$ cat src/ssm_pkg.sv
// Shared constants, types and arithmetic helpers of the separable smoothing filter.
package ssm_pkg;

  localparam int VERT_TAPS    = 7;
  localparam int HORIZ_TAPS   = 5;
  localparam int VHALF        = 3;
  localparam int HHALF        = 2;
  localparam int LINE_ROWS    = 6;
  localparam int SAMP_W       = 12;
  localparam int PIX_W        = 16;
  localparam int TAP_W        = 16;
  localparam int DIM_W        = 11;
  localparam int BANK_W       = 3;
  localparam int CFG_IDX_W    = 3;
  localparam int CFG_DATA_W   = 64;
  localparam int DEF_MAX_COLS = 1024;
  localparam int DEF_MAX_ROWS = 1024;
  localparam int IN_Q_DEPTH   = 4;
  localparam int OUT_Q_DEPTH  = 8;
  localparam int VPROD_W      = 29;
  localparam int VPART_W      = 31;
  localparam int VSUM_W       = 32;
  localparam int HPROD_W      = 32;
  localparam int HSUM_W       = 35;
  localparam int ACC_W        = 36;

  localparam logic [CFG_IDX_W-1:0] REG_FRAME_ROWS     = 3'd0;
  localparam logic [CFG_IDX_W-1:0] REG_FRAME_COLS     = 3'd1;
  localparam logic [CFG_IDX_W-1:0] REG_VERT_TAPS_LO   = 3'd2;
  localparam logic [CFG_IDX_W-1:0] REG_VERT_TAPS_HI   = 3'd3;
  localparam logic [CFG_IDX_W-1:0] REG_HORIZ_TAPS_LO  = 3'd4;
  localparam logic [CFG_IDX_W-1:0] REG_HORIZ_TAP_FOUR = 3'd5;

  localparam logic [DIM_W-1:0] RST_FRAME_ROWS  = 11'd480;
  localparam logic [DIM_W-1:0] RST_FRAME_COLS  = 11'd640;
  localparam logic [63:0]      RST_VERT_LO     = 64'h4000_0000_0000_0000;
  localparam logic [47:0]      RST_VERT_HI     = 48'h0;
  localparam logic [63:0]      RST_HORIZ_LO    = 64'h0000_4000_0000_0000;
  localparam logic [15:0]      RST_HORIZ_FOUR  = 16'h0;

  localparam logic [1:0] VM_ZERO = 2'd0;
  localparam logic [1:0] VM_EDGE = 2'd1;
  localparam logic [1:0] VM_FILT = 2'd2;

  typedef struct packed {
    logic              wr;
    logic [BANK_W-1:0] bank;
    logic [1:0]        vmode;
    logic              emit;
    logic              hedge;
    logic              last;
  } ctl_t;

  function automatic logic [BANK_W-1:0] bank_add(logic [BANK_W-1:0] b, logic [BANK_W-1:0] k);
    logic [BANK_W:0] s;
    s = {1'b0, b} + {1'b0, k};
    if (s >= (BANK_W+1)'(LINE_ROWS)) s = s - (BANK_W+1)'(LINE_ROWS);
    return s[BANK_W-1:0];
  endfunction

  function automatic logic signed [PIX_W-1:0] round_sat(logic signed [ACC_W-1:0] acc);
    logic signed [ACC_W:0] t;
    logic signed [22:0]    q;
    t = (ACC_W+1)'(acc) + 37'sd8192;
    q = 23'(t >>> 14);
    if (q > 23'sd32767) return 16'sh7fff;
    if (q < -23'sd32768) return 16'sh8000;
    return q[PIX_W-1:0];
  endfunction

endpackage

$ cat src/ssm_front.sv
// Front end: raster position tracking and classification of each accepted item.
module ssm_front
  import ssm_pkg::*;
#(
  parameter int MAX_COLS = DEF_MAX_COLS,
  parameter int MAX_ROWS = DEF_MAX_ROWS
) (
  input  logic                          clk,
  input  logic                          rst,
  input  logic                          restart,
  input  logic [DIM_W-1:0]              frame_rows,
  input  logic [DIM_W-1:0]              frame_cols,
  input  logic                          accept,
  input  logic                          req_type,
  output logic                          push,
  output ctl_t                          ctl,
  output logic [$clog2(MAX_COLS)-1:0]   col
);
  localparam int CW = $clog2(MAX_COLS);
  localparam int RW = $clog2(MAX_ROWS + 8);

  logic [CW-1:0]     in_col;
  logic [RW-1:0]     in_row;
  logic [BANK_W-1:0] bank;
  logic [CW-1:0]     out_col;
  logic [RW-1:0]     out_row;

  logic [31:0]   rq;
  logic [31:0]   cq;
  logic [RW-1:0] rows;
  logic [CW:0]   cols;
  logic          ignore;
  logic          col_wrap;
  logic          out_wrap;

  always_comb begin
    rq = {21'b0, frame_rows};
    if (rq < 32'(VERT_TAPS)) rq = 32'(VERT_TAPS);
    if (rq > 32'(MAX_ROWS)) rq = 32'(MAX_ROWS);
    cq = {21'b0, frame_cols};
    if (cq < 32'(HORIZ_TAPS)) cq = 32'(HORIZ_TAPS);
    if (cq > 32'(MAX_COLS)) cq = 32'(MAX_COLS);
    rows = rq[RW-1:0];
    cols = cq[CW:0];

    ignore = req_type ? (in_row < rows) : (in_row >= rows);
    push   = accept && !ignore;
    col    = in_col;

    ctl.wr   = !req_type;
    ctl.bank = bank;
    if (in_row >= RW'(VHALF) && {1'b0, in_row} < {1'b0, rows} + (RW+1)'(VHALF)) begin
      ctl.vmode = (in_row < RW'(LINE_ROWS) || in_row >= rows) ? VM_EDGE : VM_FILT;
    end else begin
      ctl.vmode = VM_ZERO;
    end
    ctl.emit  = in_row > RW'(VHALF) || (in_row == RW'(VHALF) && in_col >= CW'(HHALF));
    ctl.hedge = out_col < CW'(HHALF) || ({1'b0, out_col} + (CW+1)'(HHALF) >= cols);
    ctl.last  = out_row == rows - RW'(1) && {1'b0, out_col} == cols - (CW+1)'(1);

    col_wrap = {1'b0, in_col} + (CW+1)'(1) >= cols;
    out_wrap = {1'b0, out_col} + (CW+1)'(1) >= cols;
  end

  always_ff @(posedge clk) begin
    if (rst || restart || (push && ctl.emit && ctl.last)) begin
      in_col  <= '0;
      in_row  <= '0;
      bank    <= '0;
      out_col <= '0;
      out_row <= '0;
    end else if (push) begin
      if (col_wrap) begin
        in_col <= '0;
        in_row <= in_row + RW'(1);
        bank   <= bank_add(bank, BANK_W'(1));
      end else begin
        in_col <= in_col + CW'(1);
      end
      if (ctl.emit) begin
        if (out_wrap) begin
          out_col <= '0;
          out_row <= out_row + RW'(1);
        end else begin
          out_col <= out_col + CW'(1);
        end
      end
    end
  end
endmodule

$ cat config.mk
export PLATFORM = sky130hd
export DESIGN_NAME = ssm_front
export DESIGN_NICKNAME = d
export VERILOG_FILES = /design/src/ssm_pkg.sv /design/src/ssm_front.sv
export SDC_FILE = /design/constraint.sdc
export NUM_CORES = 1
export LEC_CHECK = 0
export ABC_AREA = 1
export BUFFER_PORTS_ARGS = -buffer_cell sky130_fd_sc_hd__buf_2
export CORE_UTILIZATION = 37
export CTS_CLUSTER_DIAMETER = 150
export CTS_CLUSTER_SIZE = 12
export DETAILED_ROUTE_END_ITERATION = 8
export SYNTH_ARGS = -nofsm -noshare
export SYNTH_HDL_FRONTEND = slang
export SYNTH_SLANG_ARGS = --single-unit
$ cat constraint.sdc
create_clock -name clk -period 8.05 [get_ports clk]
set_input_delay 0.805 -clock clk [delete_from_list [all_inputs] [get_ports clk]]
set_output_delay 0.805 -clock clk [all_outputs]
set_load 0.005 [all_outputs]
### After elaboration in Yosys (flattened, before gate mapping)

Index checks and enable logic that the tools add are counted.

| operators by class | value |
|---|---|
| $add $sub $neg | 12 |
| $lt $le $gt $ge | 16 |
| eq/ne operators | 3 |
| multiplexer cells | 10 |
| reduce and logical (&&, ||, !) cells | 16 |

Operator list:

| kind | number |
|---|---|
| $gt A32 B11 Y1 const B | 2 |
| $ge A11 B11 Y1 | 4 |
| $mux W11 | 4 |
| $lt A11 B3 Y1 const B | 3 |
| $add A10 B1 Y11 const B | 2 |
| $add A11 B1 Y11 const B | 2 |
| $sub A11 B1 Y11 const B | 2 |
| $add A10 B1 Y10 const B | 2 |
| $mux W10 | 2 |
| $add A11 B2 Y12 const B | 1 |
| $lt A11 B12 Y1 | 1 |
| $add A10 B2 Y11 const B | 1 |
| $eq A10 B11 Y1 | 1 |
| $eq A11 B11 Y1 | 1 |
| $eq A11 B2 Y1 const B | 1 |
| $ge A11 B2 Y1 const B | 1 |
| $gt A11 B2 Y1 const B | 1 |
| $lt A11 B11 Y1 | 1 |
| $ge A10 B2 Y1 const B | 1 |
| $lt A10 B2 Y1 const B | 1 |
| $logic_and A1 B1 Y1 | 6 |
| $logic_or A1 B1 Y1 | 5 |
| $add A3 B1 Y4 const B | 1 |
| $ge A4 B3 Y1 const B | 1 |
| 7 further kinds | 10 |

| storage, ports and cells | value |
|---|---|
| register bits | 45 |
| input port bits | 27 |
| output and inout port bits | 20 |
| logic and storage cells | 62 |

### Depth between registers and ports, before layout

Gate-level depths: netlist of run 1.

| depth | value |
|---|---|
| depth after elaboration | 11 |
| mapped depth | 25 |
| gate-level depth less buffers | 23 |

### Least setup slack after synthesis of run 1

Ideal clock, no wire load.

| timing path | value |
|---|---|
| path type | input -> output |
| from | input port frame_rows[9] |
| to | output port ctl[3] (netlist name) |
| data arrival time | 3.439 ns |
| data required time | 7.245 ns |
| slack | 3.806 ns |
| cell stages on the path | 17 |
| path buffers | 1 |
| path through | or2_2 -> nor2_1 -> nand4_1 -> nand2_2 -> buf_6 -> o21ai_0 -> ha_1 -> nand3b_1 -> nor4_1 -> and3b_1 -> xor2_1 -> ha_1 -> nand2_1 -> a21boi_0 -> o21ai_0 -> nand2_1 -> nor2_1 |

RTL lines:

| what | RTL line | source |
|---|---|---|
| start, declared | ssm_front.sv:11 | `input logic [DIM_W-1:0] frame_rows,` |
| end, declared | ssm_front.sv:16 | `output ctl_t ctl,` |

==> out/qor.txt, run 1 <==
top cells by area, synth: dfxtp_1, ha_1, nand2_1
TritonRoute pass-1 iters: 5
vias per std cell: 4.93
crit path time final: 4.90 ns
worst path required time: 7.24 ns
maximum clock path buffer count: 2
Top FF cell, synth: dfxtp_1
Num CTS Buffers: 5
core area: 13200 um2
Setup TNS: 0 ns
Reg2Reg Launch Point: out_col[6]$_SDFFE_PP0P_
Finished Layout Cells: 1006
crit share post-route: 60.9%
Power Density: 97.9 nW/um2
Lkg Pwr: 2.59 nW
switching pwr: 0.166 mW
Post-synth EDFFs: 0
grt total ovfl: 0
fill count: 1482
crit path launch type: input pin
R2R depth: 17
gpl congestion: 0.888
post-place instance area: 5370 um2
Die Area: 14000 um2
drt initial violations: 282
Nets: 921
largest net degree at the start of global routing: 46
synth warn: 0
Worst Path Arrival: 4.10 ns
HPWL Detailed: 10.3 mm
DRC: 0
die width: 119 um
antenna cells: 0
Post-synth ARST share: 0%
crit path kind: in2out
Pint: 0.373 mW
library cells used by synthesis: 38
final setup fails: 0
CTS root buffer: clkbuf_16
Mapped Nets: 882
WHS Path Cells: 2
I/O pin count: 47
sequential power share: 41.4%
P&R area growth vs syn: 9.69%
Final Max Slew Viols: 0
post-route cell area: 5510 um2
max-slew headroom at the worst pin: 52.1%
sequential share of the synthesized area: 17.9%
H-tree depth: 2
clock skew: 0.0112 ns
CTS tree: done
measured slew at the worst slew-check pin: 0.715 ns
R2R setup slack: 4.58 ns
initial antenna violation count: 0
Sw Share: 30.8%
status: completed
Clock Power Share: 39.2%
# resized after CTS: 0
multi-input logic area: 3630 um2
most frequent cell after synthesis: nand2_1
Synth Cell Area: 5020 um2
Hold Crit Start: out_row[9]$_SDFFE_PP0P_
GR Util All Layers: 19.6%
hold violation count in the final report: 0
WHS Endpoint: out_row[9]$_SDFFE_PP0P_
clock tree sinks: 45
Min-Delay Path Class: reg2reg
post-synth top area share: 17.9%
max cap viols: 0
top post-synthesis cells by count: nand2_1, nor2_1, inv_1, ha_1, nand3_1
Max rail drop VDD: 0.0670 mV
r2r endpoint: out_col[0]$_SDFFE_PP0P_
first-pass GRT wire length: 22.3 mm
number of port buffers: 46
initial core utilization: 37.9%
placed insts: 998
f_max: 0.204 GHz
Core Util, Final: 41.6%
CP Max Fanout: 16
register area: 901 um2
endpoint class of the critical path: output port
DIE HEIGHT: 119 um
Mapped Avg Cell Area: 6.36 um2
floorplan row count: 42
fraction of layout cells with a size suffix above 1: 8.31%
drt wl/cell: 12.8 um
clk_lat worst skew: 0.30 ns
Logic pwr share: 19.4%
Pwr Total: 0.539 mW
unrepaired setup endpoints after global routing: false
via count: 4955
hold buffers post-CTS: 0
Clock transition at path regs: 0.06 ns
FF+latch count, synth: 45
Synth area leader: dfxtp_1
number of global-route vias before repair: 4539
antenna viol nets, final: 0
DRT Wirelength: 12.9 mm
Mapped Cells: 790
setup repair bufs after CTS: 0
[cells in the final DEF, fill, tap and decap left out, types with 2 or more instances in the layout]
cell / netlist / routed
o21bai_1: 4 / 4
nor2_1: 125 / 125
nand2_4: 2 / 2
xnor2_1: 9 / 9
nand2_2: 3 / 3
a22oi_1: 17 / 17
o21ai_1: 5 / 5
a21oi_1: 35 / 35
nand2_1: 174 / 174
nand4_1: 12 / 12
nor2_2: 9 / 9
nor4_1: 12 / 12
dfxtp_1: 45 / 45
o211ai_1: 2 / 2
buf_2: 2 / 46
inv_1: 100 / 100
nand3_1: 47 / 47
nor3_1: 14 / 14
a21boi_0: 3 / 3
clkbuf_16: 0 / 5
clkinvlp_4: 0 / 2
and3_1: 2 / 2
xor2_1: 44 / 44
o21ai_0: 31 / 31
nand3b_1: 4 / 4
ha_1: 65 / 65
[layout make-up]
class | instances | area share [%]
Sequential cell | 45 | 16.4
Clock buffer | 6 | 2.34
Inverter | 101 | 6.88
Multi-Input combinational cell | 630 | 66.0
Clock inverter | 2 | 0.273
Tap cell | 176 | 4.00
Timing Repair Buffer | 46 | 4.18
[per-layer routing]
layer  part of all wire, %  vias to the layer above  global-route usage (%)
li1                      -                     2669                       -
met1                    49                     2199                    26.6
met2                    46                       79                    32.7
met4                   1.2                        0                    5.22
met5                     0                        -                       0
met3                   3.5                        8                    2.36
[how the worst max path moves through the flow]
stage / from / end / slack (ns)
after floorplan: frame_rows[9] / ctl[3] / 3.81
after global placement: frame_rows[9] / ctl[3] / 3.28
after detailed placement: frame_rows[9] / ctl[4] / 3.20
after CTS: frame_rows[9] / ctl[4] / 3.18
after global routing: frame_rows[10] / ctl[3] / 2.71
final: frame_rows[9] / ctl[4] / 3.15
[critical path: stages]
cell and delay [ns]:
buf_2 0.11, or2_2 0.28, nor2_1 0.11, nand4_1 0.11
nand2_2 0.23, o21ai_0 0.22, ha_1 0.31, nand3b_1 0.24
nor4_1 0.32, and3b_1 0.26, xor2_1 0.20, ha_1 0.26
nand2_1 0.06, a21boi_0 0.06, o21ai_0 0.19, nand2_1 0.12
nor2_1 0.09, buf_2 0.11
[stage by stage]
stage	setup WS [ns]	hold WS, ns
final	3.15	0.506
after global routing	2.71	0.551
after CTS	3.18	0.514
after detailed placement	3.20	0.499
after global placement	3.28	0.495
after floorplan	3.81	0.469
[cells by family (layout without fill, tap and decap cells)]
family	after synthesis	after routing	synth area share, %
AOI/OAI and AO/OA	104	104	12.1
xor gates and xnor gates	53	53	9.24
DFF	45	45	17.9
and+or+nand+nor	408	408	34.8
buffers and inverters	115	155	9.69
adders and majority gates	65	65	16.2
[power by group through the flow]
stage	Clock (mW)	Sequential, mW	Combinational [mW]
floorplan	0	0.228	0.0754
global route	0.228	0.223	0.121
detailed placement	0	0.228	0.104
CTS	0.218	0.223	0.105
finish	0.212	0.223	0.105
global placement	0	0.228	0.104
[registers in the layout (all words and copies together), names as in the netlist]
register and count:
out_col 10, col 10, in_row 11, out_row 11, bank 3
Power figures use the tool's default switching activity.
==> inputs of run 2 (changes only) <==
==> constraint.sdc (replaced) <==
create_clock -name clk -period 4 [get_ports clk]
set_input_delay 0.4 -clock clk [delete_from_list [all_inputs] [get_ports clk]]
set_output_delay 0.4 -clock clk [all_outputs]
set_load 0.005 [all_outputs]
==> run 2 against run 1 <==
Net effect:
- via count is 1.7% higher
- flip-flop and latch count stayed put
- clock power is 100% higher
- sequential power is 100% higher
- clock skew is 0.0072 ns lower
- worst hold slack worse by 0.047 ns
- routed wire length is 3.0% higher
- global-route usage is 0.15 points lower
- worst setup slack worse by 2.9 ns
- core utilization is 1.4 points higher
==> out/qor.txt, run 2 (synthesis results as in run 1) <==
crit path kind: in2out (unchanged)
H-tree depth: 2 (unchanged)
clock tree sinks: 45 (unchanged)
initial antenna violation count: 0 (unchanged)
Lkg Pwr: 2.69 nW (was 2.59 nW)
hold buffers post-CTS: 0 (unchanged)
Core Util, Final: 43.0% (was 41.6%)
I/O pin count: 47 (unchanged)
endpoint class of the critical path: output port (unchanged)
drt initial violations: 305 (was 282)
Clock transition at path regs: 0.07 ns (was 0.06 ns)
fraction of layout cells with a size suffix above 1: 11.2% (was 8.31%)
vias per std cell: 4.93 (about the same)
Max rail drop VDD: 0.133 mV (was 0.0670 mV)
Min-Delay Path Class: in2reg (was reg2reg)
most common cell after layout, fill and taps aside: nand2_1 (unchanged)
grt total ovfl: 0 (unchanged)
number of global-route vias before repair: 4604 (was 4539)
Nets: 938 (was 921)
Critical Path Start: frame_rows[10] (was frame_rows[9])
crit path launch type: input pin (unchanged)
Final Max Slew Viols: 0 (unchanged)
max-slew headroom at the worst pin: 61.1% (was 52.1%)
core area: 13200 um2 (unchanged)
max cap viols: 0 (unchanged)
clock skew: 0.00399 ns (was 0.0112 ns)
biggest regs: in_row (11), out_row (11) (unchanged)
antenna viol nets, final: 0 (unchanged)
crit share post-route: 94.9%
final setup fails: 0 (unchanged)
unrepaired setup endpoints after global routing: true (was false)
measured slew at the worst slew-check pin: 0.579 ns (was 0.715 ns)
GR Util All Layers: 19.5% (was 19.6%)
via count: 5040 (was 4955)
drt wl/cell: 13.0 um (was 12.8 um)
Num CTS Buffers: 5 (unchanged)
CTS root buffer: clkbuf_16 (unchanged)
floorplan row count: 42 (unchanged)
Power Density: 195 nW/um2 (was 97.9 nW/um2)
P&R area growth vs syn: 13.3% (was 9.69%)
status: completed (unchanged)
DRT Wirelength: 13.3 mm (was 12.9 mm)
Pwr Total: 1.11 mW (was 0.539 mW)
Setup TNS: 0 ns (unchanged)
placed insts: 1012 (was 998)
number of port buffers: 46 (unchanged)
clk_lat worst skew: 0.30 ns (about the same)
f_max: 0.263 GHz
DIE HEIGHT: 119 um (unchanged)
TritonRoute pass-1 iters: 5 (unchanged)
CTS tree: done (unchanged)
HPWL Detailed: 10.6 mm (was 10.3 mm)
first-pass GRT wire length: 22.1 mm (was 22.3 mm)
Die Area: 14000 um2 (unchanged)
hold violation count in the final report: 0 (unchanged)
Reg2Reg Launch Point: out_col[6]$_SDFFE_PP0P_ (unchanged)
initial core utilization: 37.9% (unchanged)
Worst Path Arrival: 3.40 ns (was 4.10 ns)
Fin Hold WS: 0.459 ns (was 0.506 ns)
commonest cells after routing, fill and taps aside: nand2_1, nor2_1, inv_1, ha_1, nand3_1 (unchanged)
worst path required time: 3.60 ns (was 7.24 ns)
largest net degree at the start of global routing: 30 (was 46)
antenna cells: 0 (unchanged)
Finished Layout Cells: 1023 (was 1006)
CP Max Fanout: 8 (was 16)
DRC: 0 (unchanged)
die width: 119 um (unchanged)
gpl congestion: 0.878 (was 0.888)
Hold Crit Start: rst (was out_row[9]$_SDFFE_PP0P_)
maximum clock path buffer count: 2 (unchanged)
crit path time final: 3.80 ns
-- run 2: through the flow --
step | setup WS [ns] | instance area, um2
2_1_floorplan | 0.566 | 5020
3_3_place_gp | 0.172 | 5480
3_5_place_dp | 0.0765 | 5480
4_1_cts | 0.0593 | 5630
5_1_grt | -0.0531 | 5690
6_report | 0.202 | 5690
-- run 2: worst max-delay path, cell delays in order --
cell	delay (ns)
clkbuf_4	0.17
nor2_1	0.06
nand2_1	0.08
nor2_2	0.06
nor2_2	0.17
nand4_1	0.16
nand2_2	0.20
o21ai_2	0.10
ha_2	0.19
nand3b_1	0.25
nor4_2	0.28
and3b_1	0.25
xor2_1	0.18
ha_1	0.25
nand2_1	0.06
a21boi_0	0.08
o21ai_1	0.17
nand2_1	0.10
nor2_1	0.09
buf_2	0.11
-- run 2: worst paths after layout --
check,to,slack [ns],cells past startpoint
worst min-delay path,out_row[10]$_SDFFE_PP0P_,0.46,4
worst min register to register,out_row[9]$_SDFFE_PP0P_,0.52,2
worst max-delay path,ctl[3],0.20,20
worst max register to register,out_row[7]$_SDFFE_PP0P_,0.63,16
-- run 2: power breakdown --
part	total [mW]	internal [mW]	leakage, nW	switching, mW
sequential	0.449	0.448	0.362	0.00108
clock	0.430	0.232	0.0631	0.198
combinational	0.229	0.0834	2.26	0.146
total	1.11	0.764	2.69	0.345
-- run 2: cell type report --
cell class / count / area, um2
sequential: 45 / 901
multi-input combinational: 630 / 3670
tap: 176 / 220
clock buffer: 6 / 129
fill: 1442 / 7550
timing repair buffer: 63 / 373
inverter: 101 / 379
clock inverter: 2 / 15.0
-- run 2: layer usage --
metal | wire length, um | GRT usage, %
met4 | 197 | 5.22
met3 | 474 | 2.56
met5 | 0 | 0
met2 | 6130 | 32.7
met1 | 6510 | 26.0
-- run 2: timing repair --
action / CTS / global route
setup endpoints to repair: 0 / 3
gates resized for setup: 0 / 13
buffers inserted: 0 / 3
==> inputs of run 3 (changes only) <==
--- a/config.mk
+++ b/config.mk
@@ -7,6 +7,7 @@
 export LEC_CHECK = 0
 export ABC_AREA = 1
 export BUFFER_PORTS_ARGS = -buffer_cell sky130_fd_sc_hd__buf_2
+export CORE_ASPECT_RATIO = 0.9
 export CORE_UTILIZATION = 37
 export CTS_CLUSTER_DIAMETER = 150
 export CTS_CLUSTER_SIZE = 12
==> constraint.sdc (replaced) <==
create_clock -name clk -period 4.85 [get_ports clk]
set_input_delay 0.485 -clock clk [delete_from_list [all_inputs] [get_ports clk]]
set_output_delay 0.485 -clock clk [all_outputs]
set_load 0.005 [all_outputs]
==> run 3 against run 2 <==
Net effect:
- the run now ends with DRC left
- combinational power fell by 24%
- largest power group unchanged
- critical endpoint is now ctl[4]
- flip-flop and latch count stayed put
- total power fell by 19%
- worst setup slack improved by 0.38 ns
- core utilization is 1.6 points lower
- clock skew grew 0.0043 ns
- non-clock buffer count decreased by 16
- die area barely moved
- first-iteration DRC count up 16%
- largest cell class unchanged
==> out/qor.txt, run 3 (synthesis results as in run 1) <==
drt wl/cell: 13.3 um (was 13.0 um)
Lkg Pwr: 2.61 nW (was 2.69 nW)
number of port buffers: 46 (unchanged)
fraction of layout cells with a size suffix above 1: 8.54% (was 11.2%)
violated checks: DRC
first-pass GRT wire length: 22.0 mm (was 22.1 mm)
setup repair bufs after CTS: 0 (unchanged)
initial antenna violation count: 0 (unchanged)
hold violation count in the final report: 0 (unchanged)
Core Util, Final: 41.4% (was 43.0%)
biggest regs: in_row (11), out_row (11) (unchanged)
clk_lat worst skew: 0.29 ns (was 0.30 ns)
HPWL Detailed: 10.6 mm (about the same)
max cap viols: 0 (unchanged)
crit path time final: 4.27 ns
met3 GRT Util: 2.14% (was 2.56%)
dpl ws: 0.537 ns (was 0.0765 ns)
M1 GR Usage: 29.2% (was 26.0%)
CTS tree: done (unchanged)
Worst Path Arrival: 3.78 ns (was 3.40 ns)
crit share post-route: 88.0%
gr busiest metal: met1 (was met2)
endpoint class of the critical path: output port (unchanged)
post-place instance area: 5360 um2 (was 5480 um2)
DIE HEIGHT: 113 um (was 119 um)
# resized after CTS: 0 (unchanged)
gpl congestion: 0.892 (was 0.878)
I/O pin count: 47 (unchanged)
final setup fails: 0 (unchanged)
crit path launch type: input pin (unchanged)
Max rail drop VDD: 0.153 mV (was 0.133 mV)
post-route cell area: 5510 um2 (was 5690 um2)
GR Util met2: 28.6% (was 32.7%)
grt total ovfl: 0 (unchanged)
via count: 4984 (was 5040)
CP Max Fanout: 16 (was 8)
vias per std cell: 4.99 (was 4.93)
die width: 125 um (was 119 um)
clock skew: 0.00827 ns (was 0.00399 ns)
antenna viol nets, final: 0 (unchanged)
Min-Delay Path Class: reg2reg (was in2reg)
Num CTS Buffers: 5 (unchanged)
initial core utilization: 37.7% (was 37.9%)
number of global-route vias before repair: 4386 (was 4604)
Nets: 922 (was 938)
max-slew headroom at the worst pin: 57.8% (was 61.1%)
antenna cells: 0 (unchanged)
clock tree sinks: 45 (unchanged)
H-tree depth: 2 (unchanged)
f_max: 0.234 GHz
largest net degree at the start of global routing: 46 (was 30)
Setup TNS: 0 ns (unchanged)
Final Max Slew Viols: 0 (unchanged)
worst path required time: 4.37 ns (was 3.60 ns)
unrepaired setup endpoints after global routing: false (was true)
most common cell after layout, fill and taps aside: nand2_1 (unchanged)
P&R area growth vs syn: 9.69% (was 13.3%)
CTS root buffer: clkbuf_16 (unchanged)
measured slew at the worst slew-check pin: 0.631 ns (was 0.579 ns)
Power Density: 162 nW/um2 (was 195 nW/um2)
core area: 13300 um2 (was 13200 um2)
TritonRoute pass-1 iters: 7 (was 5)
DRT Wirelength: 13.3 mm (about the same)
drt initial violations: 355 (was 305)
hold buffers post-CTS: 0 (unchanged)
crit path kind: in2out (unchanged)
Clock transition at path regs: 0.06 ns (was 0.07 ns)
GR Util All Layers: 19.2% (was 19.5%)
status: finished with violations (was completed)
DRC: 6 (was 0)
post-route setup slack: 0.581 ns (was 0.202 ns)
floorplan row count: 40 (was 42)
Die Area: 14000 um2 (about the same)
commonest cells after routing, fill and taps aside: nand2_1, nor2_1, inv_1, ha_1, nand3_1 (unchanged)
maximum clock path buffer count: 2 (unchanged)
Fin Hold WS: 0.499 ns (was 0.459 ns)
## run 3: cell types whose count changed in the layout (fill, tap and decap cells not counted), sizes merged
cell	before	now
clkinvlp	2	1
inv	100	101
clkbuf	7	5
buf	62	47
clkinv	1	2
## run 3: stage by stage
step           cells  total power [mW]
4_1_cts          999             0.899
3_3_place_gp     991             0.552
2_1_floorplan    790             0.504
3_5_place_dp     991             0.552
5_1_grt          999             0.939
6_report         999             0.895
## run 3: where the power goes
| group | total (mW) | switching, mW | internal [mW] | leakage (nW) |
|---|---|---|---|---|
| Combinational | 0.174 | 0.115 | 0.0587 | 2.17 |
| Sequential | 0.371 | 0.000991 | 0.370 | 0.362 |
| Clock | 0.350 | 0.158 | 0.192 | 0.0702 |
| Total | 0.895 | 0.274 | 0.621 | 2.61 |
## run 3: per-layer routing
metal / vias up / routed length (um)
li1: 2672 / -
met1: 2179 / 7050
met2: 116 / 5370
met3: 17 / 627
met4: 0 / 218
met5: - / 0
## run 3: area by class of cell
class	count	area [um2]
clock buffers	5	125
inverters	101	379
flip-flops and latches	45	901
repair buffers	47	238
fillers	1453	7800
clock inverters	3	21.3
multi-input cells	630	3630
well taps	168	210
## run 3: critical path, stage by stage
cell and delay (ns):
buf_2 0.11, or2_2 0.28, nor2_1 0.11, nand4_1 0.11
nand2_2 0.24, o21ai_0 0.26, ha_1 0.32, nand3b_1 0.24
nor4_1 0.36, and3b_1 0.27, xor2_1 0.19, ha_1 0.25
nand2_1 0.06, a21boi_0 0.07, o21ai_0 0.14, nand2_1 0.09
nor2_1 0.08, buf_2 0.11
## run 3: final timing paths
check / startpoint / to / slack, ns / cells after the start
hold / removal: out_row[9]$_SDFFE_PP0P_ / out_row[9]$_SDFFE_PP0P_ / 0.50 / 2
setup reg to reg: out_col[6]$_SDFFE_PP0P_ / out_col[0]$_SDFFE_PP0P_ / 1.42 / 17
setup / recovery: frame_rows[9] / ctl[4] / 0.58 / 18
hold reg to reg: out_row[9]$_SDFFE_PP0P_ / out_row[9]$_SDFFE_PP0P_ / 0.50 / 2
