==> config.mk <==
export PLATFORM = sky130hd
export DESIGN_NAME = ssm_fifo
export DESIGN_NICKNAME = d
export VERILOG_FILES = /design/src/ssm_pkg.sv /design/src/ssm_fifo.sv
export SDC_FILE = /design/constraint.sdc
export NUM_CORES = 1
export LEC_CHECK = 0
export BUFFER_PORTS_ARGS = -buffer_cell sky130_fd_sc_hd__buf_4
export CORE_MARGIN = 2
export CORE_UTILIZATION = 54
export CTS_CLUSTER_DIAMETER = 40
export DETAILED_ROUTE_END_ITERATION = 10
export GPL_TIMING_DRIVEN = 1
export PLACE_DENSITY = 0.86
export REMOVE_ABC_BUFFERS = 1
export SYNTH_ARGS = -nofsm -noshare
export SYNTH_HDL_FRONTEND = slang
export SYNTH_SLANG_ARGS = --single-unit
==> constraint.sdc <==
create_clock -name clk -period 3.9 [get_ports clk]
set_clock_uncertainty 0.15 [all_clocks]
set_input_delay 1.17 -clock clk [delete_from_list [all_inputs] [get_ports clk]]
set_output_delay 1.17 -clock clk [all_outputs]
set_load 0.05 [all_outputs]
==> src/ssm_pkg.sv <==
// Shared constants, types and arithmetic helpers of the separable smoothing filter.
package ssm_pkg;

  localparam int VERT_TAPS    = 7;
  localparam int HORIZ_TAPS   = 5;
  localparam int VHALF        = 3;
  localparam int HHALF        = 2;
  localparam int LINE_ROWS    = 6;
  localparam int SAMP_W       = 12;
  localparam int PIX_W        = 16;
  localparam int TAP_W        = 16;
  localparam int DIM_W        = 11;
  localparam int BANK_W       = 3;
  localparam int CFG_IDX_W    = 3;
  localparam int CFG_DATA_W   = 64;
  localparam int DEF_MAX_COLS = 1024;
  localparam int DEF_MAX_ROWS = 1024;
  localparam int IN_Q_DEPTH   = 4;
  localparam int OUT_Q_DEPTH  = 8;
  localparam int VPROD_W      = 29;
  localparam int VPART_W      = 31;
  localparam int VSUM_W       = 32;
  localparam int HPROD_W      = 32;
  localparam int HSUM_W       = 35;
  localparam int ACC_W        = 36;

  localparam logic [CFG_IDX_W-1:0] REG_FRAME_ROWS     = 3'd0;
  localparam logic [CFG_IDX_W-1:0] REG_FRAME_COLS     = 3'd1;
  localparam logic [CFG_IDX_W-1:0] REG_VERT_TAPS_LO   = 3'd2;
  localparam logic [CFG_IDX_W-1:0] REG_VERT_TAPS_HI   = 3'd3;
  localparam logic [CFG_IDX_W-1:0] REG_HORIZ_TAPS_LO  = 3'd4;
  localparam logic [CFG_IDX_W-1:0] REG_HORIZ_TAP_FOUR = 3'd5;

  localparam logic [DIM_W-1:0] RST_FRAME_ROWS  = 11'd480;
  localparam logic [DIM_W-1:0] RST_FRAME_COLS  = 11'd640;
  localparam logic [63:0]      RST_VERT_LO     = 64'h4000_0000_0000_0000;
  localparam logic [47:0]      RST_VERT_HI     = 48'h0;
  localparam logic [63:0]      RST_HORIZ_LO    = 64'h0000_4000_0000_0000;
  localparam logic [15:0]      RST_HORIZ_FOUR  = 16'h0;

  localparam logic [1:0] VM_ZERO = 2'd0;
  localparam logic [1:0] VM_EDGE = 2'd1;
  localparam logic [1:0] VM_FILT = 2'd2;

  typedef struct packed {
    logic              wr;
    logic [BANK_W-1:0] bank;
    logic [1:0]        vmode;
    logic              emit;
    logic              hedge;
    logic              last;
  } ctl_t;

  function automatic logic [BANK_W-1:0] bank_add(logic [BANK_W-1:0] b, logic [BANK_W-1:0] k);
    logic [BANK_W:0] s;
    s = {1'b0, b} + {1'b0, k};
    if (s >= (BANK_W+1)'(LINE_ROWS)) s = s - (BANK_W+1)'(LINE_ROWS);
    return s[BANK_W-1:0];
  endfunction

  function automatic logic signed [PIX_W-1:0] round_sat(logic signed [ACC_W-1:0] acc);
    logic signed [ACC_W:0] t;
    logic signed [22:0]    q;
    t = (ACC_W+1)'(acc) + 37'sd8192;
    q = 23'(t >>> 14);
    if (q > 23'sd32767) return 16'sh7fff;
    if (q < -23'sd32768) return 16'sh8000;
    return q[PIX_W-1:0];
  endfunction

endpackage

==> src/ssm_fifo.sv <==
// Small synchronous queue with combinational head read.
module ssm_fifo
  import ssm_pkg::*;
#(
  parameter int W     = 8,
  parameter int DEPTH = 4
) (
  input  logic                       clk,
  input  logic                       rst,
  input  logic                       push,
  input  logic [W-1:0]               push_data,
  input  logic                       pop,
  output logic [W-1:0]               head,
  output logic [$clog2(DEPTH+1)-1:0] count,
  output logic                       full,
  output logic                       empty
);
  localparam int PW = $clog2(DEPTH);

  logic [W-1:0]  store [DEPTH];
  logic [PW-1:0] wr_ptr;
  logic [PW-1:0] rd_ptr;

  assign head  = store[rd_ptr];
  assign full  = count == ($clog2(DEPTH+1))'(DEPTH);
  assign empty = count == '0;

  always_ff @(posedge clk) begin
    if (push) store[wr_ptr] <= push_data;
  end

  always_ff @(posedge clk) begin
    if (rst) begin
      wr_ptr <= '0;
      rd_ptr <= '0;
      count  <= '0;
    end else begin
      if (push) wr_ptr <= wr_ptr + PW'(1);
      if (pop) rd_ptr <= rd_ptr + PW'(1);
      if (push && !pop) count <= count + 1'b1;
      else if (pop && !push) count <= count - 1'b1;
    end
  end
endmodule

# [Word-level counts from Yosys, hierarchy flattened]
# Memories as Yosys holds them, arrays and structs flattened. A register that Yosys moved wholly into a read port is not among the register bits.
# Index checks and enable logic that the tools add are counted.
# W data, S select, Z words.
[totals] ff_bits=7 latchBits=0 ram_bits=32 mem_bits_ro=0 in_bits=12 elab_cells=21 mem_count=1
[memory_table] name="store" depth=4 word_bits=8 rd=1 rd_clocked_by_memory_dff=1 wr=1 line_no="ssm_fifo.sv:20" text="logic [W-1:0] store [DEPTH];"
[op_classes] add_sub_neg=4 mul=0 div_mod_pow=0 n_lt_le_gt_ge=0 n_eq_ne=1 n_shift=0 mux=6 bitwise=0 n_reduce_logical=6
[op_table] cell="$mux W3" count=2
[op_table] cell="$add A2 B1 Y2 const B" count=2
[op_table] cell="$mux W2" count=2
[op_table] cell="$add A3 B1 Y3 const B" count=1
[op_table] cell="$eq A3 B3 Y1 const B" count=1
[op_table] cell="$logic_not A3 Y1" count=1
[op_table] cell="$sub A3 B1 Y3 const B" count=1
[op_table] cell="$logic_and A1 B1 Y1" count=2
[op_table] cell="$logic_not A1 Y1" count=2
[op_table] cell="$mux W1" count=2
[op_table] cell="$reduce_bool A2 Y1" count=1

# [Logic depth before layout (Yosys ltp)]
# Gate-level depths: netlist of the first run.
[logic_depth] depth_word=4 mapped_depth=7 depth_no_buf=7

# [Least setup slack after synthesis of the first run]
# No wires, ideal clock.
[synth_timing] kind="register to output" startpoint="reg count[2]" endpoint="out full" t_arrival_ns=1.877 t_required_ns=2.580 slack_ns=0.703 path_stages_with_launch=2 path_buffers=0 path_cell_list="dfxtp_1 nor3b_1"
[synth_between] elab_chain_cells=1
[synth_lines] element="start, declared" line_no="ssm_fifo.sv:14" text="output logic [$clog2(DEPTH+1)-1:0] count,"
[synth_lines] element="start signal, assigned" line_no="ssm_fifo.sv:40" text="if (push && !pop) count <= count + 1'b1;"
[synth_lines] element="start signal, assigned" line_no="ssm_fifo.sv:41" text="else if (pop && !push) count <= count - 1'b1;"
[synth_lines] element="$eq A3 B3 Y1" line_no="ssm_fifo.sv:25" text="assign full = count == ($clog2(DEPTH+1))'(DEPTH);"
[synth_lines] element="end, declared" line_no="ssm_fifo.sv:15" text="output logic full,"
# No other way between the ends.

==> run summary, run 1 <==
The total number of nets in the final design came out at 132. The half-perimeter wire length after detailed placement came out at 1.668 mm. The standby leakage power is approximately 0.7 nW. The normalized max-slew margin is 63.31%. The count of nets left with antenna violations once routing finished came out at 0. The initial cell density of the core came out at 57.04%. Yosys instantiated no cell more often than edfxtp_1. The via count of the first global-routing pass is 781.

Static timing analysis puts the maximum clock frequency at 319.3 MHz. The count of distinct cell types in the synthesized netlist is 20. The first detailed-routing pass took 4 iterations.

The total via count in the routed design came out at 794. The clock reaches the later pin of the worst-skew pair after around 0.34 ns. The maximum number of pins on one net before global-route repair came out at 13. Of all flip-flops after synthesis, the portion carrying an async set or reset was 0%. The number of cells produced by synthesis is 86.

During synthesis, Yosys emitted a total of 0 warnings. For this block, the initial DRC count from the detailed router was 12. The worst register-to-register path ends at count[2]$_SDFFE_PP0P_.

By count the netlist is led by edfxtp_1 (32), dfxtp_1 (9), mux4_2 (8). The total power draw came out at 0.0009815 W. The final layout contains routed wiring with a total length of 2.407 mm.

Following the worst setup path forward leads to its endpoint at head[3]. For this design, the CTS-stage hold fixing added 0 buffers. In this run the worst hold path is classified as reg -> reg. The via count normalized by instance count came out at 5.438. In this run, synthesis inferred 32 flip-flops with an integrated enable.

The number of hold violations in the final report is 0. The clock transition at the registers of the reported paths came out at 0.11 ns. The data required time of the worst path came out at 2.58 ns. In the global route stage, overall resource usage came out at between 10% and 20%.

The number of buffers inserted during clock tree synthesis is 5. The count of unresolved DRC violations after routing is 0. The ratio of total power to cell area is roughly 530 nW/µm². After synthesis, the cell types taking the most area are edfxtp_1 (61%), dfxtp_1 (11%), mux4_2 (11%), ha_1 (3.9%), nor2_1 (1.7%). The fill cell total of the finished layout is 202. The synthesized area per cell came out at ~18 µm². The final global-route overflow total is 0. The kind of launch point of the worst setup path is a flop. The worst endpoint data arrival time came out at 1.81 ns. The die covers 3388 µm². The total standard cell area after synthesis is 1587 µm². The critical path goes through mux4_2, buf_4. Setup violations remaining at the end of the flow were counted as 0. edfxtp_1 takes more of the synthesized area than any other cell. The floorplan step defined a core boundary enclosing 2781 µm². In this run, the combinational gates consume 20.2% of the power. Measured along the x axis, the die boundary spans 58.21 µm. At the end of routability-driven placement, the weighted congestion stood at 0.6410. The CTS sink count is 41. Among all flip-flop cells after synthesis, the most frequent one is edfxtp_1. Sequential elements use 71.92% of the synthesized area.

The worst slack on hold paths came out at approximately 0.40 ns. In this run the count of I/O pins placed on the die edge is 25. The net switching component of the power is 0.0002764 W.

The CTS tree is done. The final count of pins violating max slew is 0. The share of power burned in registers is a little over half. The register-to-register setup slack is between 2 and 2.5 ns.

The largest single stage delay on the critical path is 0.69 ns. The design internal power is just over 0.0007 W. The vertical die dimension came out at 58.21 µm. In this run the biggest area consumer among cell types represents 60.57% of the synthesized area. The final antenna diode count is 0. CTS placed an instance of clkbuf_4 at the clock tree root.

The post-cts sizing count is 0. The proportion of layout cells with a drive suffix above 1 is 33.04%. The slowest stage cell on the critical path is dfxtp_1. The switching part of the total is 28.17%. The count of port buffers added during placement is 24. After synthesis the netlist holds a flip-flop and latch count of 41.

The final cycle utilization of the critical path came out at 80.30%. The number of cells on the worst reg-to-reg path came out at 4. The clock network burns 26.7% of the power.

Compared with the post-synthesis result, the final layout area differs by 17.27%. The number of rows in the core area came out at 19. The maximum fanout encountered on the critical timing path came out at 8. The measured slew at the worst slew-check pin is 0.5496 ns. The clock passes through at most 2 buffers. The time the final worst path needs with I/O delays and setup came out at 3.132 ns.

The critical path in this run is classified as reg -> out. The startpoint identified for the worst register-to-register timing path is count[0]$_SDFFE_PP0P_. The initial antenna violation count came out at 0.

The flow ran to the end, and the final reports show no timing, DRC or antenna violations. The post-CTS setup buffer count came out at 0. The global-route wire length before repair came out at between 3 and 4 mm.

The capturing element type of the critical path is an output pin. The summed negative setup slack over all endpoints came out at 0 ns. The number of maximum-capacitance constraint violations is 0.

After detailed routing, the average wire length per cell comes to between 15 and 20 µm. The highest ir drop seen on vdd is around 0.45 mV. The clock tree synthesis step divided the H-tree into 2 levels. Setup repair after global routing left no endpoint under its margin.
flip-flops by register name, indices dropped and copies added (netlist names), named ones only:
| name | flops |
|---|---|
| rd_ptr | 2 |
| store | 32 |
| wr_ptr | 2 |
| count | 3 |
power groups by stage:
stage / clock network [W] / registers [W] / logic (W)
after floorplan: 0 / 0.000545 / 0.000123
after global placement: 0 / 0.000529 / 0.000196
after detailed placement: 0 / 0.000532 / 0.000200
after CTS: 0.000270 / 0.000522 / 0.000200
after global routing: 0.000282 / 0.000525 / 0.000211
final: 0.000262 / 0.000521 / 0.000198
critical path: cells and delay by family, from the launching register on:
| kind | cells | cell delay, ns |
|---|---|---|
| flip-flops | 1 | 0.69 |
| buffers and inverters | 1 | 0.20 |
| multiplexers | 1 | 0.58 |
cells by family (layout without fill, tap and decap cells):
family,after synthesis,after routing,share of synthesized area [%]
compound gates,2,2,0.6303
flops,41,41,71.92
xor+xnor,5,5,2.761
fa+ha+maj,6,6,5.205
simple gates,15,15,4.653
mux,10,10,12.62
buf+inv,7,36,2.207
cell usage in the layout (no fill, tap or decap), types with 2 or more instances in the layout:
cell	instances
ha_1	5
xnor2_1	2
and2_1	4
mux2i_1	2
xor2_1	3
edfxtp_1	32
nor2_1	7
inv_1	4
clkbuf_4	5
dfxtp_1	9
buf_4	24
mux4_2	8
layout make-up:
type                            count  area [µm²]  share of cell area [%]
Timing Repair Buffer               24       180.2                   9.684
Clock buffer                        6       41.29                   2.219
Inverter                            4       15.01                  0.8070
Sequential cell                    41        1141                   61.33
Tap cell                           31       38.79                   2.085
Clock inverter                      2       33.78                   1.816
Multi-Input combinational cell     38       410.4                   22.06
routing by layer:
layer / track usage (%) / vias up / part of all wire [%]
met1: 17.40 / 393 / 42
met2: 28.25 / 23 / 50
met5: 0 / - / 0
met4: 6.977 / 0 / 1.8
li1: - / 372 / -
met3: 6.473 / 6 / 5.9
stage by stage:
stage	instance area (µm²)	utilization [%]	std cells	setup WS, ns
2_1_floorplan	1567	-	83	0.7035
3_3_place_gp	1785	64.19	138	1.141
5_1_grt	1861	66.89	146	0.6460
4_1_cts	1861	66.89	146	0.6947
6_report	1861	66.89	146	0.7685
3_5_place_dp	1785	64.19	138	1.039
worst min-delay path by stage:
stage / cells past startpoint / endpoint / slack (ns) / startpoint
floorplan: 2 / flop / 0.33 / rd_ptr[1]$_SDFFE_PP0P_
finish: 2 / flop / 0.40 / rd_ptr[1]$_SDFFE_PP0P_
detailed placement: 2 / flop / 0.37 / rd_ptr[1]$_SDFFE_PP0P_
global route: 2 / count[2]$_SDFFE_PP0P_ / 0.44 / count[2]$_SDFFE_PP0P_
CTS: 2 / flop / 0.40 / rd_ptr[1]$_SDFFE_PP0P_
global placement: 2 / count[2]$_SDFFE_PP0P_ / 0.34 / count[2]$_SDFFE_PP0P_
Power figures use the tool's default switching activity.
==> run 2, diff against run 1 <==
--- a/config.mk
+++ b/config.mk
@@ -7,11 +7,11 @@
 export LEC_CHECK = 0
 export BUFFER_PORTS_ARGS = -buffer_cell sky130_fd_sc_hd__buf_4
 export CORE_MARGIN = 2
-export CORE_UTILIZATION = 54
+export CORE_UTILIZATION = 49
 export CTS_CLUSTER_DIAMETER = 40
 export DETAILED_ROUTE_END_ITERATION = 10
 export GPL_TIMING_DRIVEN = 1
-export PLACE_DENSITY = 0.86
+export PLACE_DENSITY = 0.82
 export REMOVE_ABC_BUFFERS = 1
 export SYNTH_ARGS = -nofsm -noshare
 export SYNTH_HDL_FRONTEND = slang
==> constraint.sdc (replaced) <==
create_clock -name clk -period 2.5 [get_ports clk]
set_clock_uncertainty 0.15 [all_clocks]
set_input_delay 0.75 -clock clk [delete_from_list [all_inputs] [get_ports clk]]
set_output_delay 0.75 -clock clk [all_outputs]
set_load 0.05 [all_outputs]
==> run summary, run 2 (synthesis results as in run 1) <==
Status: finished clean (unchanged). The post-CTS setup buffer count came to 0 (unchanged). The maximum fanout encountered on the critical timing path came to 8 (unchanged). The cell depth of the worst min-delay path came out at 2 (unchanged). The ratio of total power to cell area came out at 812.6 nW/µm² (was 527.5 nW/µm²). The global-route wire length before repair is 4.084 mm (was 3.712 mm). The buffer levels on the longest clock path is 2 (unchanged). The post-cts sizing count came out at 1 (was 0).

The summed area of non-filler cells in the final layout is 1916 µm² (was 1861 µm²). The time the final worst path needs with I/O delays and setup came out at 2.445 ns. The summed negative setup slack over all endpoints was 0 ns (unchanged). The proportion of layout cells with a drive suffix above 1 is 34.48% (was 33.04%).

The overall track demand over capacity in global routing came out at 16.37% (was 16.21%). The routed length per instance came out at 15.78 µm (was 16.49 µm). The total power draw is 0.001557 W (was 0.0009815 W). The violation count after the first detailed-routing iteration is 17 (was 12). The vertical die dimension came to 60.90 µm (was 58.21 µm). The via count of the first global-routing pass is 895 (was 781). The kind of launch point of the worst setup path is a flop (unchanged).

Largest registers: store: 32 flops, count: 3 flops (unchanged). The normalized max-slew margin came out at 70.65% (was 63.31%). The highest ir drop seen on vdd is 0.4648 mV (was 0.4460 mV). The maximum operating frequency came out at 409.0 MHz. The routability-driven placement congestion ratio came out at 0.7782 (was 0.6410). The number of hold violations in the final report came out at 0 (unchanged). The initial antenna violation count was 0 (unchanged). The total of endpoints with negative setup slack in the final report came out at 0 (unchanged). The length of the first detailed-routing pass in iterations came to 4 (unchanged). The number of cells on the worst reg-to-reg path is 4 (unchanged). The full die area is 3709 µm² (was 3388 µm²). The measured slew at the worst slew-check pin is 0.4402 ns (was 0.5496 ns). The flip-flop count of the largest register after layout came to 32 (unchanged). The number of rows in the core area is 20 (was 19). The total I/O pin count came out at 25 (unchanged). The via count normalized by instance count came to 5.063 (was 5.438). The critical path start-end classification is reg -> out (unchanged). The clock root buffer is clkbuf_4 (unchanged). The clock transition at the registers of the reported paths is 0.11 ns (about the same).

The worst min-delay path class is reg -> reg (unchanged). The final global-route overflow total came to 0 (unchanged). The standby leakage power is 0.7067 nW (was 0.6915 nW). The half-perimeter wire length after detailed placement came out at 1.820 mm (was 1.668 mm).

The CTS sink count is 41 (unchanged). The count of unresolved DRC violations after routing came out at 0 (unchanged). The post-detailed-route count of antenna-violating nets came out at 0 (unchanged). The placed standard-cell area is 1809 µm² (was 1785 µm²). The final antenna diode count is 0 (unchanged).

The number of buffers inserted during clock tree synthesis is 5 (unchanged). The met3 track demand over resource is 4.904% (was 6.473%). The count of port buffers added during placement is 24 (unchanged). The routing usage on met1 came to 19.07% (was 17.40%). The final wirelength is 2.524 mm (was 2.407 mm).

The maximum number of pins on one net before global-route repair is 13 (unchanged). The total number of H-tree levels is 2 (unchanged). The CTS tree is done (unchanged). The worst endpoint data arrival time came out at 1.55 ns (was 1.81 ns).

The initial cell density of the core is 51.54% (was 57.04%). The post-route core utilization came to 62.24% (was 66.89%). The capturing element type of the critical path is an output pin (unchanged). The total number of nets in the final design is 133 (was 132). The most used routing layer in global routing is met2 (unchanged). The source-to-sink clock delay at the later pin of the worst-skew pair was 0.35 ns (was 0.34 ns). The register name with the most flops is store (unchanged).

The final count of pins violating max slew came out at 0 (unchanged). The number of maximum-capacitance constraint violations was 0 (unchanged). The die span in x is 60.90 µm (was 58.21 µm). The hold buffer count at cts is 0 (unchanged). The final cycle utilization of the critical path came out at a little under 100%. The met2 usage in global routing came out at 27.50% (was 28.25%). The core outline area came out at 3078 µm² (was 2781 µm²). The area growth from synthesis to layout came out at 20.74% (was 17.27%).

The total via count in the routed design is 810 (was 794). The data required time of the worst path came out at 1.60 ns (was 2.58 ns). RSZ-0062 raised after global routing: no (unchanged). The commonest non-fill, non-tap cell in the layout is edfxtp_1 (unchanged). Most frequent cells in the layout: edfxtp_1 (32), buf_4 (19), mux4_2 (8), dfxtp_1 (8), nor2_1 (7) (was edfxtp_1 (32), buf_4 (24), dfxtp_1 (9), mux4_2 (8), nor2_1 (7)).
-- run 2: final timing paths --
path | start | end | slack [ns]
worst max-delay path | flop | head[2] | 0.05
worst min-delay path | rd_ptr[0]$_SDFFE_PP0P_ | flop | 0.40
worst max register to register | count[0]$_SDFFE_PP0P_ | count[2]$_SDFFE_PP0P_ | 0.82
worst min register to register | rd_ptr[0]$_SDFFE_PP0P_ | flop | 0.40
-- run 2: report_power, final --
part / switching (W) / total, W / internal (W)
clock network: 0.000202 / 0.000410 / 0.000208
logic: 0.000208 / 0.000338 / 0.000129
registers: 0.0000307 / 0.000809 / 0.000778
total: 0.000441 / 0.00156 / 0.00112
-- run 2: final cells by class --
cell class	count	area, µm²
clock inverter	2	33.78
timing repair buffer	25	217.7
clock buffer	6	41.29
multi-input combinational	38	410.4
fill	231	1162
inverter	4	15.01
sequential	41	1142
tap	44	55.05
-- run 2: metrics by stage --
step	cells	setup slack, ns	hold WS (ns)
6_report	160	0.05500	0.4016
5_1_grt	160	0.005923	0.4243
4_1_cts	160	0.006812	0.4068
3_5_place_dp	152	0.1083	0.3790
3_3_place_gp	152	0.1896	0.3501
2_1_floorplan	83	-0.2766	0.3347
-- run 2: metal layers --
metal | up-vias | part of all wire (%)
met3 | 3 | 5.7
met4 | 0 | 1.2
li1 | 380 | -
met5 | - | 0
met1 | 402 | 40
met2 | 25 | 54
-- run 2: worst max-delay path: stages (launching register included) --
cell     delay, ns
dfxtp_2       0.35
buf_8         0.14
mux4_2        0.53
buf_8         0.17
==> run 3, diff against run 2 <==
--- a/config.mk
+++ b/config.mk
@@ -7,11 +7,11 @@
 export LEC_CHECK = 0
 export BUFFER_PORTS_ARGS = -buffer_cell sky130_fd_sc_hd__buf_4
 export CORE_MARGIN = 2
-export CORE_UTILIZATION = 49
+export CORE_UTILIZATION = 54
 export CTS_CLUSTER_DIAMETER = 40
 export DETAILED_ROUTE_END_ITERATION = 10
 export GPL_TIMING_DRIVEN = 1
-export PLACE_DENSITY = 0.82
+export PLACE_DENSITY = 0.86
 export REMOVE_ABC_BUFFERS = 1
 export SYNTH_ARGS = -nofsm -noshare
 export SYNTH_HDL_FRONTEND = slang
==> constraint.sdc (replaced) <==
create_clock -name clk -period 2.8 [get_ports clk]
set_clock_uncertainty 0.15 [all_clocks]
set_input_delay 0.84 -clock clk [delete_from_list [all_inputs] [get_ports clk]]
set_output_delay 0.84 -clock clk [all_outputs]
set_load 0.05 [all_outputs]
==> run summary, run 3 (synthesis results as in run 1) <==
Status: finished clean (unchanged). The routability-driven placement congestion ratio is 0.6512 (was 0.7782). The maximum number of pins on one net before global-route repair came out at 14 (was 13). The routed length per instance is 16.12 µm (was 15.78 µm).

The highest ir drop seen on vdd came out at 0.6352 mV (was 0.4648 mV). The critical path's most frequent cell is buf_4 (was buf_8). The via count of the first global-routing pass is 844 (was 895). The number of hold violations in the final report came out at 0 (unchanged).

The design internal power is 0.0009505 W (was 0.001116 W). The share of power burned in registers came out at 53.8% (was 52.0%). The final antenna diode count was 0 (unchanged). Most frequent cells in the layout: edfxtp_1 (32), buf_4 (25), dfxtp_1 (9), mux4_2 (8), nor2_1 (7) (was edfxtp_1 (32), buf_4 (19), mux4_2 (8), dfxtp_1 (8), nor2_1 (7)). The time the final worst path needs with I/O delays and setup came out at 2.585 ns. The critical path's top delay family was multiplexers (unchanged). The worst slack at placement was 0.3095 ns (was 0.1083 ns). The critical path start-end classification is reg -> out (unchanged). The fill cell total of the finished layout came to 189 (was 231).

The core outline area is 2781 µm² (was 3078 µm²). The total number of nets in the final design came to 133 (unchanged). The length of the first detailed-routing pass in iterations came out at 4 (unchanged). The worst slack on hold paths came out at 0.3749 ns (was 0.4016 ns). The switching part of the total came to 28.82% (was 28.33%). The area growth from synthesis to layout is 17.51% (was 20.74%). The global-route wire length before repair came out at 3.857 mm (was 4.084 mm). The hold buffer count at cts came out at 0 (unchanged). Chain of cells forming the critical path: buf_4, mux4_2, buf_4 (was buf_8, mux4_2, buf_8). The number of buffers inserted during clock tree synthesis is 5 (unchanged). The maximum fanout encountered on the critical timing path is 8 (unchanged).

The post-route worst setup slack came out at 0.2147 ns (was 0.05500 ns). The flip-flop count of the largest register after layout is 32 (unchanged). The post-detailed-route count of antenna-violating nets came to 0 (unchanged). The count of non-filler cells in the finished layout came out at 147 (was 160). The total I/O pin count is 25 (unchanged). The count of unresolved DRC violations after routing came out at 0 (unchanged). The violation count after the first detailed-routing iteration came out at 13 (was 17). The measured slew at the worst slew-check pin came out at 0.4456 ns (was 0.4402 ns). The normalized max-slew margin was 70.29% (was 70.65%).

The register name with the most flops is store (unchanged). The net switching component of the power came to 0.0003849 W (was 0.0004410 W). The CTS tree is done (unchanged). The number of rows in the core area came out at 19 (was 20). The total of endpoints with negative setup slack in the final report is 0 (unchanged). The clock root buffer was clkbuf_4 (unchanged). The buffer levels on the longest clock path was 2 (unchanged). The post-CTS setup buffer count came out at 0 (unchanged). The stage delay of the slowest cell on the critical path came out at 0.53 ns (about the same). The vertical die dimension was 58.21 µm (was 60.90 µm). The initial cell density of the core came out at 57.04% (was 51.54%). The area taken by multi-input logic gates came out at 410.4 µm² (unchanged). The overall track demand over capacity in global routing came out at 16.46% (was 16.37%). The via count normalized by instance count came out at 5.313 (was 5.063). Largest registers: store: 32 flops, count: 3 flops (unchanged).

The final global-route overflow total is 0 (unchanged). The worst path uses between 90 and 100% of the clock period. The full die area came out at 3388 µm² (was 3709 µm²). The cell count after placement is 139 (was 152). The ratio of total power to cell area is 716.3 nW/µm² (was 812.6 nW/µm²). The source-to-sink clock delay at the later pin of the worst-skew pair came out at 0.34 ns (was 0.35 ns). The final count of pins violating max slew came out at 0 (unchanged).

The proportion of layout cells with a drive suffix above 1 was 34.48% (unchanged). The half-perimeter wire length after detailed placement was 1.636 mm (was 1.820 mm). The summed negative setup slack over all endpoints came out at 0 ns (unchanged). The slowest stage cell on the critical path is mux4_2 (unchanged). The data required time of the worst path came out at 1.81 ns (was 1.60 ns). The capturing element type of the critical path is an output pin (unchanged). The total via count in the routed design is 781 (was 810). The register cell area after layout came out at 1141 µm² (was 1142 µm²). The CTS sink count came out at 41 (unchanged). The number of maximum-capacitance constraint violations came out at 0 (unchanged).

Derived from the worst setup path, the maximum achievable clock frequency is between 300 and 400 MHz. The die span in x is 58.21 µm (was 60.90 µm). The standby leakage power came to 0.6972 nW (was 0.7067 nW).

The kind of launch point of the worst setup path is a flop (unchanged). The final wirelength is 2.370 mm (was 2.524 mm). RSZ-0062 raised after global routing: no (unchanged). The post-cts sizing count is 0 (was 1). The part of the total power dissipated in the clock network is 24.7% (was 26.3%). The clock transition at the registers of the reported paths came out at 0.11 ns (about the same). The initial antenna violation count is 0 (unchanged). The worst min-delay path class was reg -> reg (unchanged).

The combinational fraction of design power came out at 21.5% (was 21.7%). The total number of H-tree levels came to 2 (unchanged). The commonest non-fill, non-tap cell in the layout is edfxtp_1 (unchanged). The count of port buffers added during placement was 24 (unchanged). The buffering stage count on the worst path with inverters included was 2 (unchanged). The worst endpoint data arrival time is 1.60 ns (was 1.55 ns).
[run 3: final timing paths]
check | slack (ns) | cells past startpoint | start | end
setup / recovery | 0.21 | 3 | flop | head[4]
hold / removal | 0.37 | 2 | count[2]$_SDFFE_PP0P_ | count[2]$_SDFFE_PP0P_
setup reg to reg | 1.14 | 4 | count[0]$_SDFFE_PP0P_ | count[2]$_SDFFE_PP0P_
hold reg to reg | 0.37 | 2 | count[2]$_SDFFE_PP0P_ | count[2]$_SDFFE_PP0P_
[run 3: final cells by class]
| cell class | instances | share of cell area, % |
|---|---|---|
| Clock inverter | 1 | 0.2685 |
| Tap cell | 31 | 2.081 |
| Inverter | 4 | 0.8054 |
| Timing Repair Buffer | 25 | 10.07 |
| Sequential cell | 41 | 61.21 |
| Clock buffer | 7 | 3.557 |
| Multi-Input combinational cell | 38 | 22.01 |
[run 3: tightest hold or removal path, delay by kind of cell, from the launching register on]
kind / cells / cell delay, ns
compound gates: 2 / 0.14
flops: 1 / 0.36
[run 3: metrics by stage]
step | power, W | area [µm²] | utilization [%]
2_1_floorplan | 0.0009294 | 1567 | -
3_3_place_gp | 0.001014 | 1793 | 64.46
3_5_place_dp | 0.001024 | 1793 | 64.46
4_1_cts | 0.001350 | 1864 | 67.03
5_1_grt | 0.001396 | 1864 | 67.03
6_report | 0.001335 | 1864 | 67.03
[run 3: power by group through the flow]
stage / Clock (W) / Combinational [W] / Sequential (W)
floorplan: 0 / 0.000171 / 0.000759
global placement: 0 / 0.000283 / 0.000731
detailed placement: 0 / 0.000291 / 0.000733
CTS: 0.000338 / 0.000292 / 0.000720
global route: 0.000366 / 0.000305 / 0.000724
finish: 0.000330 / 0.000287 / 0.000719
[run 3: routing by layer]
layer | wire (µm) | up-vias | global-route usage [%] | share of wire (%)
li1 | - | 376 | - | -
met2 | 1215 | 23 | 27.60 | 51
met4 | 41 | 0 | 8.970 | 1.7
met5 | 0 | - | 0 | 0
met3 | 129 | 5 | 5.357 | 5.4
met1 | 983 | 377 | 18.65 | 41
